**src/hw/rtl/acfd_pkg.sv**
```systemverilog
// Package: shared types, codes and reset constants of the ASCII command frame decoder.
`default_nettype none

package acfd_pkg;

  // Store depth default
  localparam int FRAME_DEPTH_DEFAULT = 16;

  // Configuration port
  localparam int CFG_INDEX_W = 3;
  localparam int CFG_DATA_W  = 8;

  typedef enum logic [CFG_INDEX_W-1:0] {
    REG_START_MARKER   = 3'd0,
    REG_STOP_MARKER    = 3'd1,
    REG_MOVE_SIGN      = 3'd2,
    REG_FLAG_POSITION  = 3'd3,
    REG_ANGLE_POSITION = 3'd4,
    REG_SPEED_POSITION = 3'd5
  } cfg_reg_t;

  // Register reset values
  localparam logic [7:0] START_MARKER_RST   = 8'd60;
  localparam logic [7:0] STOP_MARKER_RST    = 8'd62;
  localparam logic [7:0] MOVE_SIGN_RST      = 8'd49;
  localparam logic [3:0] FLAG_POSITION_RST  = 4'd1;
  localparam logic [3:0] ANGLE_POSITION_RST = 4'd2;
  localparam logic [3:0] SPEED_POSITION_RST = 4'd5;

  // ASCII zero
  localparam logic [7:0] ASCII_ZERO = 8'd48;

  // Position plus digit offset: 4-bit base + up to 2
  localparam int POS_W = 5;

  // Store read slots of one decode, in issue order
  typedef enum logic [2:0] {
    SLOT_FLAG = 3'd0,
    SLOT_ANG0 = 3'd1,
    SLOT_ANG1 = 3'd2,
    SLOT_ANG2 = 3'd3,
    SLOT_SPD0 = 3'd4,
    SLOT_SPD1 = 3'd5,
    SLOT_SPD2 = 3'd6
  } slot_t;

  // Decode sequencer
  typedef enum logic [1:0] {
    SEQ_IDLE = 2'd0,
    SEQ_READ = 2'd1,
    SEQ_LAST = 2'd2,
    SEQ_EMIT = 2'd3
  } seq_state_t;

  // Control from sequencer to digit accumulator
  typedef struct packed {
    logic  clear;  // new decode starts
    logic  act;    // read data valid this cycle
    slot_t slot;   // slot of the read data
    logic  zero;   // entry out of range or never written: reads as zero
  } acc_ctl_t;

endpackage

`default_nettype wire

```
**src/hw/rtl/acfd_ifs.sv**
```systemverilog
// Interfaces: received-byte channel and decoded-result channel.
`default_nettype none

interface acfd_rx_if;
  logic       valid;
  logic       ready;
  logic [7:0] rx_byte;

  modport source (output valid, output rx_byte, input ready);
  modport sink   (input valid, input rx_byte, output ready);
endinterface

interface acfd_res_if;
  logic        valid;
  logic        ready;
  logic        move_flag;
  logic [15:0] angle_value;
  logic [31:0] speed_value;

  modport source (output valid, output move_flag, output angle_value, output speed_value,
                  input ready);
  modport sink   (input valid, input move_flag, input angle_value, input speed_value,
                  output ready);
endinterface

`default_nettype wire

```
**src/hw/rtl/ascii_command_frame_decoder.sv**
```systemverilog
// Top level: ASCII command frame decoder with frame store RAM and decode sequencer.
//
// Usage: bytes enter on the rx channel (valid/ready, field rx_byte), one transfer
// per byte. A start byte opens a frame at position 0, later bytes fill the next
// positions (the last entry is overwritten once the store is full), and a stop
// byte inside a frame yields one transfer on the res channel: move_flag,
// angle_value and speed_value decoded from the store before the stop byte lands.
// Ordinary bytes are taken one per cycle, back to back. A stop byte holds rx.ready low
// while it is decoded: the seven decode reads go one per cycle
// through the single read port of the frame store, then the SEQ_LAST step absorbs the last
// read and the SEQ_EMIT step loads the result register. The result register parts the two
// channels: bytes keep flowing while a result waits; only the next stop byte
// waits for res.ready in its emit step.
// Reset (rst, synchronous) closes any frame, loads the register defaults and
// marks every store entry unwritten, so it reads as zero; no clearing pass.
// Configuration writes (cfg_write, cfg_index, cfg_data) take effect at once and
// are to be made only while the block is idle.
`default_nettype none

module ascii_command_frame_decoder #(
  parameter int FRAME_DEPTH = acfd_pkg::FRAME_DEPTH_DEFAULT
) (
  input  wire logic                            clk,
  input  wire logic                            rst,
  acfd_rx_if.sink                              rx,
  acfd_res_if.source                           res,
  input  wire logic                            cfg_write,
  input  wire logic [acfd_pkg::CFG_INDEX_W-1:0] cfg_index,
  input  wire logic [acfd_pkg::CFG_DATA_W-1:0]  cfg_data
);

  localparam int AW = $clog2(FRAME_DEPTH);
  localparam logic [AW-1:0] LAST_IDX = AW'(FRAME_DEPTH - 1);

  // Configuration registers
  logic [7:0] start_marker;
  logic [7:0] stop_marker;
  logic [7:0] move_sign;
  logic [3:0] flag_position;
  logic [3:0] angle_position;
  logic [3:0] speed_position;

  always_ff @(posedge clk) begin
    if (rst) begin
      start_marker   <= acfd_pkg::START_MARKER_RST;
      stop_marker    <= acfd_pkg::STOP_MARKER_RST;
      move_sign      <= acfd_pkg::MOVE_SIGN_RST;
      flag_position  <= acfd_pkg::FLAG_POSITION_RST;
      angle_position <= acfd_pkg::ANGLE_POSITION_RST;
      speed_position <= acfd_pkg::SPEED_POSITION_RST;
    end else if (cfg_write) begin
      case (acfd_pkg::cfg_reg_t'(cfg_index))
        acfd_pkg::REG_START_MARKER:   start_marker   <= cfg_data;
        acfd_pkg::REG_STOP_MARKER:    stop_marker    <= cfg_data;
        acfd_pkg::REG_MOVE_SIGN:      move_sign      <= cfg_data;
        acfd_pkg::REG_FLAG_POSITION:  flag_position  <= cfg_data[3:0];
        acfd_pkg::REG_ANGLE_POSITION: angle_position <= cfg_data[3:0];
        acfd_pkg::REG_SPEED_POSITION: speed_position <= cfg_data[3:0];
        default: ;
      endcase
    end
  end

  // Control state
  acfd_pkg::seq_state_t state, state_next;
  acfd_pkg::slot_t      slot, slot_next;
  logic                 in_frame, in_frame_next;
  logic [AW-1:0]        wr_index, wr_index_next;
  logic [FRAME_DEPTH-1:0] ent_valid;

  // Held stop byte, written after the decode reads
  logic [7:0]    held_byte, held_byte_next;
  logic [AW-1:0] stop_addr, stop_addr_next;

  // Result register
  logic        out_valid;
  logic        out_flag;
  logic [15:0] out_angle;
  logic [31:0] out_speed;

  // Store access
  logic                 ram_we;
  logic [AW-1:0]        ram_waddr;
  logic [7:0]           ram_wdata;
  logic                 ram_re;
  logic [AW-1:0]        ram_raddr;
  logic [7:0]           ram_rdata;
  logic [acfd_pkg::POS_W-1:0] rd_pos;
  logic                 rd_in_range;

  acfd_pkg::acc_ctl_t acc_ctl;
  logic        rd_act;
  acfd_pkg::slot_t rd_slot;
  logic        rd_zero;

  logic        accept;
  logic        is_start;
  logic        is_stop;
  logic        out_free;
  logic        emit;
  logic [AW-1:0] wr_inc;
  logic        acc_flag;
  logic [15:0] acc_angle;
  logic [31:0] acc_speed;

  assign rx.ready = (state == acfd_pkg::SEQ_IDLE);
  assign accept   = rx.valid && rx.ready;
  assign is_start = (rx.rx_byte == start_marker);
  assign is_stop  = in_frame && !is_start && (rx.rx_byte == stop_marker);
  assign wr_inc   = (wr_index == LAST_IDX) ? wr_index : wr_index + AW'(1);
  assign out_free = !out_valid || res.ready;
  assign emit     = (state == acfd_pkg::SEQ_EMIT) && out_free;

  // Read address of the current slot; positions past the store read as zero
  always_comb begin
    case (slot)
      acfd_pkg::SLOT_FLAG: rd_pos = {1'b0, flag_position};
      acfd_pkg::SLOT_ANG0: rd_pos = {1'b0, angle_position};
      acfd_pkg::SLOT_ANG1: rd_pos = {1'b0, angle_position} + 5'd1;
      acfd_pkg::SLOT_ANG2: rd_pos = {1'b0, angle_position} + 5'd2;
      acfd_pkg::SLOT_SPD0: rd_pos = {1'b0, speed_position};
      acfd_pkg::SLOT_SPD1: rd_pos = {1'b0, speed_position} + 5'd1;
      acfd_pkg::SLOT_SPD2: rd_pos = {1'b0, speed_position} + 5'd2;
      default:             rd_pos = {1'b0, flag_position};
    endcase
    rd_in_range = (32'(rd_pos) < 32'(FRAME_DEPTH));
    ram_raddr   = AW'(rd_pos);
    ram_re      = (state == acfd_pkg::SEQ_READ);
  end

  // Sequencer: byte handling in idle, then reads, absorb, emit.
  // Input stays stalled until the stop byte is written, so no read meets a write.
  always_comb begin
    state_next     = state;
    slot_next      = slot;
    in_frame_next  = in_frame;
    wr_index_next  = wr_index;
    held_byte_next = held_byte;
    stop_addr_next = stop_addr;
    ram_we         = 1'b0;
    ram_waddr      = wr_inc;
    ram_wdata      = rx.rx_byte;

    case (state)
      acfd_pkg::SEQ_IDLE: begin
        if (accept) begin
          if (is_start) begin
            in_frame_next = 1'b1;
            wr_index_next = '0;
            ram_we        = 1'b1;
            ram_waddr     = '0;
          end else if (is_stop) begin
            in_frame_next  = 1'b0;
            wr_index_next  = wr_inc;
            held_byte_next = rx.rx_byte;
            stop_addr_next = wr_inc;
            slot_next      = acfd_pkg::SLOT_FLAG;
            state_next     = acfd_pkg::SEQ_READ;
          end else if (in_frame) begin
            wr_index_next = wr_inc;
            ram_we        = 1'b1;
          end
        end
      end
      acfd_pkg::SEQ_READ: begin
        if (slot == acfd_pkg::SLOT_SPD2) begin
          state_next = acfd_pkg::SEQ_LAST;
        end else begin
          slot_next = acfd_pkg::slot_t'(slot + 3'd1);
        end
      end
      acfd_pkg::SEQ_LAST: begin
        state_next = acfd_pkg::SEQ_EMIT;
      end
      acfd_pkg::SEQ_EMIT: begin
        if (out_free) begin
          ram_we     = 1'b1;
          ram_waddr  = stop_addr;
          ram_wdata  = held_byte;
          state_next = acfd_pkg::SEQ_IDLE;
        end
      end
      default: begin
        state_next = acfd_pkg::SEQ_IDLE;
      end
    endcase
  end

  // Control registers
  always_ff @(posedge clk) begin
    if (rst) begin
      state     <= acfd_pkg::SEQ_IDLE;
      slot      <= acfd_pkg::SLOT_FLAG;
      in_frame  <= 1'b0;
      wr_index  <= '0;
      ent_valid <= '0;
      rd_act    <= 1'b0;
      out_valid <= 1'b0;
    end else begin
      state    <= state_next;
      slot     <= slot_next;
      in_frame <= in_frame_next;
      wr_index <= wr_index_next;
      rd_act   <= ram_re;
      if (ram_we) begin
        ent_valid[ram_waddr] <= 1'b1;
      end
      if (emit) begin
        out_valid <= 1'b1;
      end else if (res.ready) begin
        out_valid <= 1'b0;
      end
    end
  end

  // Payload registers
  always_ff @(posedge clk) begin
    held_byte <= held_byte_next;
    stop_addr <= stop_addr_next;
    rd_slot   <= slot;
    rd_zero   <= !rd_in_range || !ent_valid[ram_raddr];
    if (emit) begin
      out_flag  <= acc_flag;
      out_angle <= acc_angle;
      out_speed <= acc_speed;
    end
  end

  assign acc_ctl.clear = accept && is_stop;
  assign acc_ctl.act   = rd_act;
  assign acc_ctl.slot  = rd_slot;
  assign acc_ctl.zero  = rd_zero;

  acfd_ram #(
    .WIDTH (8),
    .DEPTH (FRAME_DEPTH)
  ) u_store (
    .clk   (clk),
    .we    (ram_we),
    .waddr (ram_waddr),
    .wdata (ram_wdata),
    .re    (ram_re),
    .raddr (ram_raddr),
    .rdata (ram_rdata)
  );

  acfd_digit_acc u_acc (
    .clk         (clk),
    .ctl         (acc_ctl),
    .rdata       (ram_rdata),
    .move_sign   (move_sign),
    .move_flag   (acc_flag),
    .angle_value (acc_angle),
    .speed_value (acc_speed)
  );

  assign res.valid       = out_valid;
  assign res.move_flag   = out_flag;
  assign res.angle_value = out_angle;
  assign res.speed_value = out_speed;

  // A new result only comes from the emit step
  a_result_from_emit: assert property (@(posedge clk) disable iff (rst)
    $rose(out_valid) |-> $past(state) == acfd_pkg::SEQ_EMIT)
    else $error("result raised outside emit step");

  // During a decode the only store write is the held stop byte
  a_no_write_in_decode: assert property (@(posedge clk) disable iff (rst)
    (ram_we && state != acfd_pkg::SEQ_IDLE) |-> state == acfd_pkg::SEQ_EMIT)
    else $error("store written while decode reads are pending");

  // A stop byte starts the read sequence at the flag slot
  a_stop_starts_reads: assert property (@(posedge clk) disable iff (rst)
    (accept && is_stop) |=> (state == acfd_pkg::SEQ_READ && slot == acfd_pkg::SLOT_FLAG))
    else $error("stop byte did not start decode reads");

  // Write index never leaves the store
  a_index_in_store: assert property (@(posedge clk) disable iff (rst)
    wr_index <= LAST_IDX)
    else $error("write index past last entry");

endmodule

`default_nettype wire

```
**src/hw/rtl/acfd_ram.sv**
```systemverilog
// Generic single-port-write, single-port-read RAM with registered read data.
`default_nettype none

module acfd_ram #(
  parameter int WIDTH = 8,
  parameter int DEPTH = 16
) (
  input  wire logic                     clk,
  input  wire logic                     we,
  input  wire logic [$clog2(DEPTH)-1:0] waddr,
  input  wire logic [WIDTH-1:0]         wdata,
  input  wire logic                     re,
  input  wire logic [$clog2(DEPTH)-1:0] raddr,
  output logic      [WIDTH-1:0]         rdata
);

  logic [WIDTH-1:0] mem [DEPTH];

  // Write port
  always_ff @(posedge clk) begin
    if (we) begin
      mem[waddr] <= wdata;
    end
  end

  // Read port, read data registered when re is set
  always_ff @(posedge clk) begin
    if (re) begin
      rdata <= mem[raddr];
    end
  end

endmodule

`default_nettype wire

```
**src/hw/rtl/acfd_digit_acc.sv**
```systemverilog
// Digit accumulator: folds store read data into move flag, angle and speed.
`default_nettype none

module acfd_digit_acc (
  input  wire logic              clk,
  input  wire acfd_pkg::acc_ctl_t ctl,
  input  wire logic [7:0]        rdata,
  input  wire logic [7:0]        move_sign,
  output logic                   move_flag,
  output logic [15:0]            angle_value,
  output logic [31:0]            speed_value
);

  logic [7:0]  byte_val;
  logic [31:0] digit;
  logic [15:0] angle_next;
  logic [31:0] speed_next;

  // Missing entries read as zero; digit is two's complement (c - 48)
  always_comb begin
    byte_val   = ctl.zero ? 8'd0 : rdata;
    digit      = {24'd0, byte_val} - {24'd0, acfd_pkg::ASCII_ZERO};
    angle_next = (angle_value << 3) + (angle_value << 1) + digit[15:0];
    speed_next = (speed_value << 3) + (speed_value << 1) + digit;
  end

  // Horner steps: acc = acc * 10 + digit, most significant digit first
  always_ff @(posedge clk) begin
    if (ctl.clear) begin
      move_flag   <= 1'b0;
      angle_value <= 16'd0;
      speed_value <= 32'd0;
    end else if (ctl.act) begin
      case (ctl.slot)
        acfd_pkg::SLOT_FLAG: move_flag <= (byte_val == move_sign);
        acfd_pkg::SLOT_ANG0,
        acfd_pkg::SLOT_ANG1,
        acfd_pkg::SLOT_ANG2: angle_value <= angle_next;
        acfd_pkg::SLOT_SPD0,
        acfd_pkg::SLOT_SPD1,
        acfd_pkg::SLOT_SPD2: speed_value <= speed_next;
        default: ;
      endcase
    end
  end

endmodule

`default_nettype wire
```
**src/flat_wrapper.sv**
```systemverilog
// flat-port wrapper written by rule: the top's interface ports become plain ports
module ascii_command_frame_decoder_flat 
#(
  parameter int FRAME_DEPTH = acfd_pkg::FRAME_DEPTH_DEFAULT
)
  (clk, rst, cfg_write, cfg_index, cfg_data, rx_valid, rx_rx_byte, rx_ready, res_valid, res_move_flag, res_angle_value, res_speed_value, res_ready);
  acfd_rx_if rx_i ();
  acfd_res_if res_i ();
  input  wire logic clk;
  input  wire logic rst;
  input  wire logic cfg_write;
  input  wire logic [acfd_pkg::CFG_INDEX_W-1:0] cfg_index;
  input  wire logic [acfd_pkg::CFG_DATA_W-1:0] cfg_data;
  input wire logic [$bits(rx_i.valid)-1:0] rx_valid;
  input wire logic [$bits(rx_i.rx_byte)-1:0] rx_rx_byte;
  output wire logic [$bits(rx_i.ready)-1:0] rx_ready;
  output wire logic [$bits(res_i.valid)-1:0] res_valid;
  output wire logic [$bits(res_i.move_flag)-1:0] res_move_flag;
  output wire logic [$bits(res_i.angle_value)-1:0] res_angle_value;
  output wire logic [$bits(res_i.speed_value)-1:0] res_speed_value;
  input wire logic [$bits(res_i.ready)-1:0] res_ready;
  assign rx_i.valid = rx_valid;
  assign rx_i.rx_byte = rx_rx_byte;
  assign rx_ready = rx_i.ready;
  assign res_valid = res_i.valid;
  assign res_move_flag = res_i.move_flag;
  assign res_angle_value = res_i.angle_value;
  assign res_speed_value = res_i.speed_value;
  assign res_i.ready = res_ready;
  ascii_command_frame_decoder #(.FRAME_DEPTH(FRAME_DEPTH)) u_core (.clk(clk), .rst(rst), .rx(rx_i), .res(res_i), .cfg_write(cfg_write), .cfg_index(cfg_index), .cfg_data(cfg_data));
endmodule
```
**config.mk**
```make
export PLATFORM = sky130hd
export DESIGN_NAME = ascii_command_frame_decoder_flat
export DESIGN_NICKNAME = d
export VERILOG_FILES = /design/src/hw/rtl/acfd_pkg.sv /design/src/hw/rtl/acfd_ifs.sv /design/src/hw/rtl/ascii_command_frame_decoder.sv /design/src/hw/rtl/acfd_ram.sv /design/src/hw/rtl/acfd_digit_acc.sv /design/src/flat_wrapper.sv
export SDC_FILE = /design/constraint.sdc
export NUM_CORES = 1
export LEC_CHECK = 0
export ABC_AREA = 1
export BUFFER_PORTS_ARGS = -buffer_cell sky130_fd_sc_hd__buf_2
export CAP_MARGIN = 10
export CORE_MARGIN = 4
export CORE_UTILIZATION = 35
export DETAILED_ROUTE_END_ITERATION = 8
export SYNTH_ARGS = -nofsm -noshare
export SYNTH_HDL_FRONTEND = slang
export SYNTH_SLANG_ARGS = --single-unit
export TNS_END_PERCENT = 1
```
**constraint.sdc**
```tcl
create_clock -name clk -period 4.8 [get_ports clk]
set_input_delay 0.96 -clock clk [delete_from_list [all_inputs] [get_ports clk]]
set_output_delay 0.96 -clock clk [all_outputs]
set_load 0.05 [all_outputs]
```
== Yosys cells after proc, flatten, opt, wreduce, memory -nomap -nowiden ==
Memories as Yosys holds them, arrays and structs flattened. A register that Yosys moved wholly into a read port is not among the register bits.
Index checks and enable logic that the tools add are counted.

* Div/mod/pow operators: 0
* Multiply operators: 0
* Shifts and indexed selects: 0
* Magnitude comparators: 4
* Eq/ne operators: 30
* Bitwise operators: 2
* Mux-type cells: 39
* Add/subtract/negate cells: 11
* Reductions and logical operators: 35

{| class="wikitable"
|+ Operator list
! cell !! number
|-
| $add 32x32->32 || 2
|-
| $add 16x16->16 || 2
|-
| $pmux 5 s6 || 1
|-
| $mux 4 || 7
|-
| $eq 3x3->1 const B || 8
|-
| $eq 8x8->1 || 3
|-
| $mux 8 || 3
|-
| $eq 3x2->1 const B || 6
|-
| $reduce_and 2->1 || 9
|-
| $or 16x16->16 || 1
|-
| $mux 1 || 13
|-
| $mux 3 || 4
|-
| $add 4x1->5 const B || 2
|-
| $add 4x2->5 const B || 2
|-
| $lt 4x5->1 const B || 2
|-
| $mux 2 || 5
|-
| $ne 2x2->1 const B || 5
|-
| $reduce_and 5->1 || 2
|-
| $eq 3x1->1 const B || 3
|-
| $sub 8x6->9 const B || 1
|-
| $pmux 2 s4 || 1
|-
| $pmux 4 s2 || 1
|-
| $logic_and 1x1->1 || 6
|-
| $logic_not 3->1 || 2
|-
| other kinds (21) || 30
|}

* Word-level logic and storage cells: 145
* ROM bits: 0
* Register bits after elaboration: 178
* Bits in latches: 0
* Memories: 1
* RAM bits: 128
* Output and inout bits: 51
* Input port bits: 24

{| class="wikitable"
|+ Memories
! memory !! depth !! bits a word !! read ports !! clocked after Yosys merged registers in !! wr ports !! RTL line !! text
|-
| u_core.u_store.mem || 16 || 8 || 1 || 1 || 1 || acfd_ram.sv:17 || <nowiki>logic [WIDTH-1:0] mem [DEPTH];</nowiki>
|}

== Longest topological paths before layout ==
* Depth in word-level cells: 10
* Depth in mapped cells: 18
* Gate-level depth less buffers: 18

== By module ==
Synthesis repeated with hierarchy kept, for this count alone.

* Cells, all modules: 2,089
* Area total of the unflattened synthesis: 17,209.0 µm²

{| class="wikitable"
|+ Modules (own cells, without submodules)
! module !! area each (µm²) !! instances !! cells an instance
|-
| acfd_ram || 5,846.9 || 1 || 551
|-
| acfd_digit_acc || 5,818.1 || 1 || 919
|-
| ascii_command_frame_decoder || 5,544.1 || 1 || 619
|}

== Least setup slack after synthesis ==
OpenSTA, ideal clock, no wires.

* Path kind: reg2reg
* From: register u_core.rd_zero
* To: register u_core.u_acc.speed_value[16]
* Clock period less this slack: 4,680 ps
* Setup time: 128 ps
* Cell stages (with the launch flop): 15
* Arrival: 4,551 ps
* Path slack: 120 ps
* Cell sequence: dfxtp_1 inv_1 nand2_1 nand2_1 nor2_1 inv_1 nand2_1 fa_1 ha_1 a21oi_1 a21boi_0 o21ai_1 a21oi_1 xor2_1 a21oi_1

* Cells in the longest elaborated chain, start to end: 3

{| class="wikitable"
|+ Ends and longest elaborated chain
! item !! RTL line !! text
|-
| start, declared || ascii_command_frame_decoder.sv:94 || <nowiki>logic rd_zero;</nowiki>
|-
| start signal, assigned || ascii_command_frame_decoder.sv:221 || <nowiki>rd_zero <= !rd_in_range || !ent_valid[ram_raddr];</nowiki>
|-
| $mux 8 || acfd_digit_acc.sv:21 || <nowiki>byte_val = ctl.zero ? 8'd0 : rdata;</nowiki>
|-
| $sub 8x6->9 || acfd_digit_acc.sv:22 || <nowiki>digit = {24'd0, byte_val} - {24'd0, acfd_pkg::ASCII_ZERO};</nowiki>
|-
| $add 32x32->32 || acfd_digit_acc.sv:24 || <nowiki>speed_next = (speed_value << 3) + (speed_value << 1) + digit;</nowiki>
|-
| end signal, assigned || acfd_digit_acc.sv:41 || <nowiki>acfd_pkg::SLOT_SPD2: speed_value <= speed_next;</nowiki>
|-
| end, declared || acfd_digit_acc.sv:11 || <nowiki>output logic [31:0] speed_value</nowiki>
|}

No other way between the ends.
A chain may end at the register's enable or synchronous reset.

== Worst setup path after layout ==
* From: register u_core.rd_zero
* To: register u_core.u_acc.speed_value[29]

The elaborated chain is that of the path after synthesis.

==> flow_summary.json <==
{
  "p_leak_uw": 0.00788,
  "drtAntennaViolNets": 0,
  "layout-drive-gt1-share_pct": 9.57,
  "hold_viol": 0,
  "core_area_um2": 45300,
  "layoutNonFillerInstCount": 2440,
  "h-tree-depth": 2,
  "synth_flop_cell": "edfxtp_1",
  "hold_ws_ns": 0.414,
  "finalMaxSlewViolations": 0,
  "place.port_buffers": 74,
  "fin_crit_sh_pct": 81.2,
  "place_congestion": 0.902,
  "dieArea_um2": 49100,
  "post_drt_wl_per_cell_um": 16.6,
  "start_util_pct": 35.3,
  "critPathBufInv": 2,
  "rr_worst_depth": 15,
  "slowest_delay_ns": 0.71,
  "final_nets": 1938,
  "core.rowCount": 78,
  "worstPathCellList": "inv_1, nand2_1, nand2_1, nor2_4, fa_1, ha_1, nand2_1, nor2_1, nand4_1, o21ai_0, nand2_1, nand3_1, nand3_1, o211ai_1, inv_1",
  "route.detailed.drc": 0,
  "grt_overflow_total": 0,
  "cts_buffer_depth": 3,
  "multi_input_comb_area_um2": 6720,
  "cpMaxStageDelayCell": "o21ai_0",
  "async_flop_share_pct": 0,
  "synth-edff-count": 197,
  "cts_tree": "yes",
  "critical-path-top-delay-family": "simple AND/OR/NAND/NOR gates",
  "reg2reg_to": "u_core.u_acc.speed_value[29]$_SDFFE_PP0P_",
  "postSynthAreaPerCell_um2": 9.22,
  "critPathCapture": "u_core.u_acc.speed_value[29]$_SDFFE_PP0P_",
  "ys_seq_area_share_pct": 51.7,
  "ir_worst_vdd_mv": 0.406,
  "worst_setup_path_end_kind": "flip-flop",
  "clk_pin_slew_worst_paths_ns": 0.06,
  "grt_pass1_wl_um": 65200,
  "critical_path_class": "reg -> reg",
  "cts.hold.buffers_added": 0,
  "num_io_pins": 75,
  "grt_start_max_net_pins": 70,
  "placed_cell_area_um2": 17100,
  "cap_violations": 0,
  "fmaxAchievable_mhz": 256,
  "hold_path.class": "reg -> reg",
  "cts_resized": 0,
  "ctsRootBufferMaster": "clkbuf_16",
  "dp.cells": 2376,
  "vias": 12046,
  "rsz0062_at_grt": "no",
  "syn_nets": 1857,
  "finalPower_uw": 7290,
  "area_growth_pct": 14.0,
  "r2r_slack_ns": 0.90,
  "routed_wl_um": 40400,
  "regToRegStartpoint": "u_core.rd_zero$_DFF_P_",
  "seqCellArea_um2": 8260,
  "worst_pin_slew_ns": 1.10,
  "finalClockSkew_ns": 0.0147,
  "critPathMostFrequentCell": "nand2_1",
  "track_usage_pct": 16.4,
  "holdPathStages": 0,
  "synth-seq-cells": 314,
  "syn_inst": 1733,
  "period_needed_ns": 3.90,
  "grt_pass1_vias": 12097,
  "firstDrtPassIters": 5,
  "crit_cells": 15,
  "clock_latency_ns": 0.56,
  "finalSetupViolations": 0,
  "arrival_ns": 4.34,
  "power.density_nw_per_um2": 400,
  "required_ns": 5.24,
  "cp_max_fo": 14,
  "n_antenna_cell": 0,
  "drt_iter0_markers": 767,
  "clock_sinks": 314,
  "antenna_found_initial": 0,
  "cts_buffers": 36,
  "syn_area_um2": 16000,
  "outcome": "completed",
  "crit_start": "u_core.rd_zero$_DFF_P_",
  "tns_ns": 0,
  "slew_headroom_pct": 26.0,
  "post_cts_buffers": 0,
  "yosys_warnings": 0,
  "nFillCells": 4517,
  "hpwl_um": 28300,
  "vias_per_cell": 4.94,
  "die_w_um": 222,
  "die_y_um": 222,
  "netlist-cell-type-count": 47,
  "setup.worst_path.start_class": "flip-flop",
  "final_area_um2": 18200
}
## metal layers
layer	up-vias	track usage [%]	share of wire [%]
li1	6003	-	-
met1	5706	20.6	43
met2	267	28.9	50
met3	70	3.07	5.0
met4	0	4.54	2.5
met5	-	0	0
## Yosys cell counts, types with 3 or more instances
library cell  number  area share (%)
nand2_1          330             7.8
inv_1            212             5.0
edfxtp_1         197              37
nor2_1           165             3.9
o21ai_0          133             4.2
nand3_1          132             4.1
dfxtp_1          117              15
a21oi_1          114             3.6
ha_1              58             4.5
o211ai_1          43             2.0
fa_1              42             5.3
clkbuf_1          31            0.73
xnor2_1           20             1.1
xor2_1            20             1.1
nor3_1            16            0.50
o21bai_1          12            0.56
o21ai_1           11            0.34
buf_2              8            0.25
a21o_1             7            0.33
nand4_1            6            0.23
o211ai_2           6            0.47
inv_2              5            0.12
or2_2              5            0.20
buf_4              4            0.19
a21boi_0           3            0.14
buf_6              3            0.21
nand2_2            3            0.12
nand3b_1           3            0.14
o22ai_1            3            0.12
## per-stage QoR
step	utilization (%)	setup slack [ns]
2_1_floorplan	-	0.120
3_3_place_gp	37.7	1.04
3_5_place_dp	37.7	0.996
4_1_cts	40.2	0.987
5_1_grt	40.2	0.719
6_report	40.2	0.901
## area by class of cell
| class | count | area share [%] |
|---|---|---|
| Clock inverter | 20 | 1.30 |
| Clock buffer | 44 | 5.11 |
| Sequential cell | 314 | 45.3 |
| Multi-Input combinational cell | 1154 | 36.9 |
| Inverter | 218 | 4.49 |
| Tap cell | 600 | 4.12 |
| Timing Repair Buffer | 90 | 2.76 |
## sequential cells by signal (all words and copies together), names as in the netlist, 16 cells and up
| register | count |
|---|---|
| u_core.res.angle_value | 16 |
| u_core.ent_valid | 16 |
| u_core.u_acc.angle_value | 16 |
| u_core.u_acc.speed_value | 32 |
| u_core.res.speed_value | 32 |
| u_core.u_store.mem | 128 |
## cells by family (layout without fill, tap and decap cells)
logic type | Yosys count | count (layout) | synth area share [%]
AND/OR/NAND/NOR | 668 | 668 | 17.4
AO/OA/AOI/OAI | 345 | 345 | 12.4
flip-flops | 314 | 314 | 51.7
buffers and inverters | 265 | 372 | 6.53
adder cells (fa/ha/maj) | 100 | 100 | 9.80
XOR/XNOR | 40 | 40 | 2.19
multiplexers | 1 | 1 | 0.0705
## where the power goes
| part | switching, uW | internal (uW) |
|---|---|---|
| clock network | 1140 | 1620 |
| registers | 41.3 | 2970 |
| logic | 1070 | 452 |
| total | 2250 | 5040 |
## worst register-to-register path, stage by stage (launching register included)
cell	delay [ns]
dfxtp_1	0.33
inv_1	0.12
nand2_1	0.12
nand2_1	0.12
nor2_4	0.41
fa_1	0.53
ha_1	0.40
nand2_1	0.16
nor2_1	0.22
nand4_1	0.10
o21ai_0	0.71
nand2_1	0.23
nand3_1	0.13
nand3_1	0.08
o211ai_1	0.10
inv_1	0.05
## cell usage in the layout (no fill, tap or decap), drive strengths merged, types with 2 or more instances in the layout
cell type,count
a31oi,2
nor3,17
o2111ai,2
ha,58
a21boi,4
o211ai,49
edfxtp,197
nor4,2
fa,42
or2,5
nand4,6
inv,219
clkinv,14
a2111oi,2
buf,90
nor2,168
xor2,20
xnor2,20
nand3,132
o22ai,3
o21bai,12
nand2,333
clkbuf,44
o21ai,146
nand3b,3
a21o,7
dfxtp,117
bufinv,4
a21oi,114
## worst min-delay path by stage
stage	start	end	slack (ns)
after global routing	u_core.slot[0]$_SDFFE_PP0P_	u_core.rd_slot[0]$_DFF_P_	0.44
final	u_core.slot[0]$_SDFFE_PP0P_	u_core.rd_slot[0]$_DFF_P_	0.41
after detailed placement	u_core.slot[0]$_SDFFE_PP0P_	u_core.rd_slot[0]$_DFF_P_	0.40
after CTS	u_core.slot[0]$_SDFFE_PP0P_	u_core.rd_slot[0]$_DFF_P_	0.41
after floorplan	u_core.slot[1]$_SDFFE_PP0P_	u_core.rd_slot[1]$_DFF_P_	0.38
after global placement	u_core.slot[0]$_SDFFE_PP0P_	u_core.rd_slot[0]$_DFF_P_	0.40
Note: power is estimated with default switching activity, not from simulation.
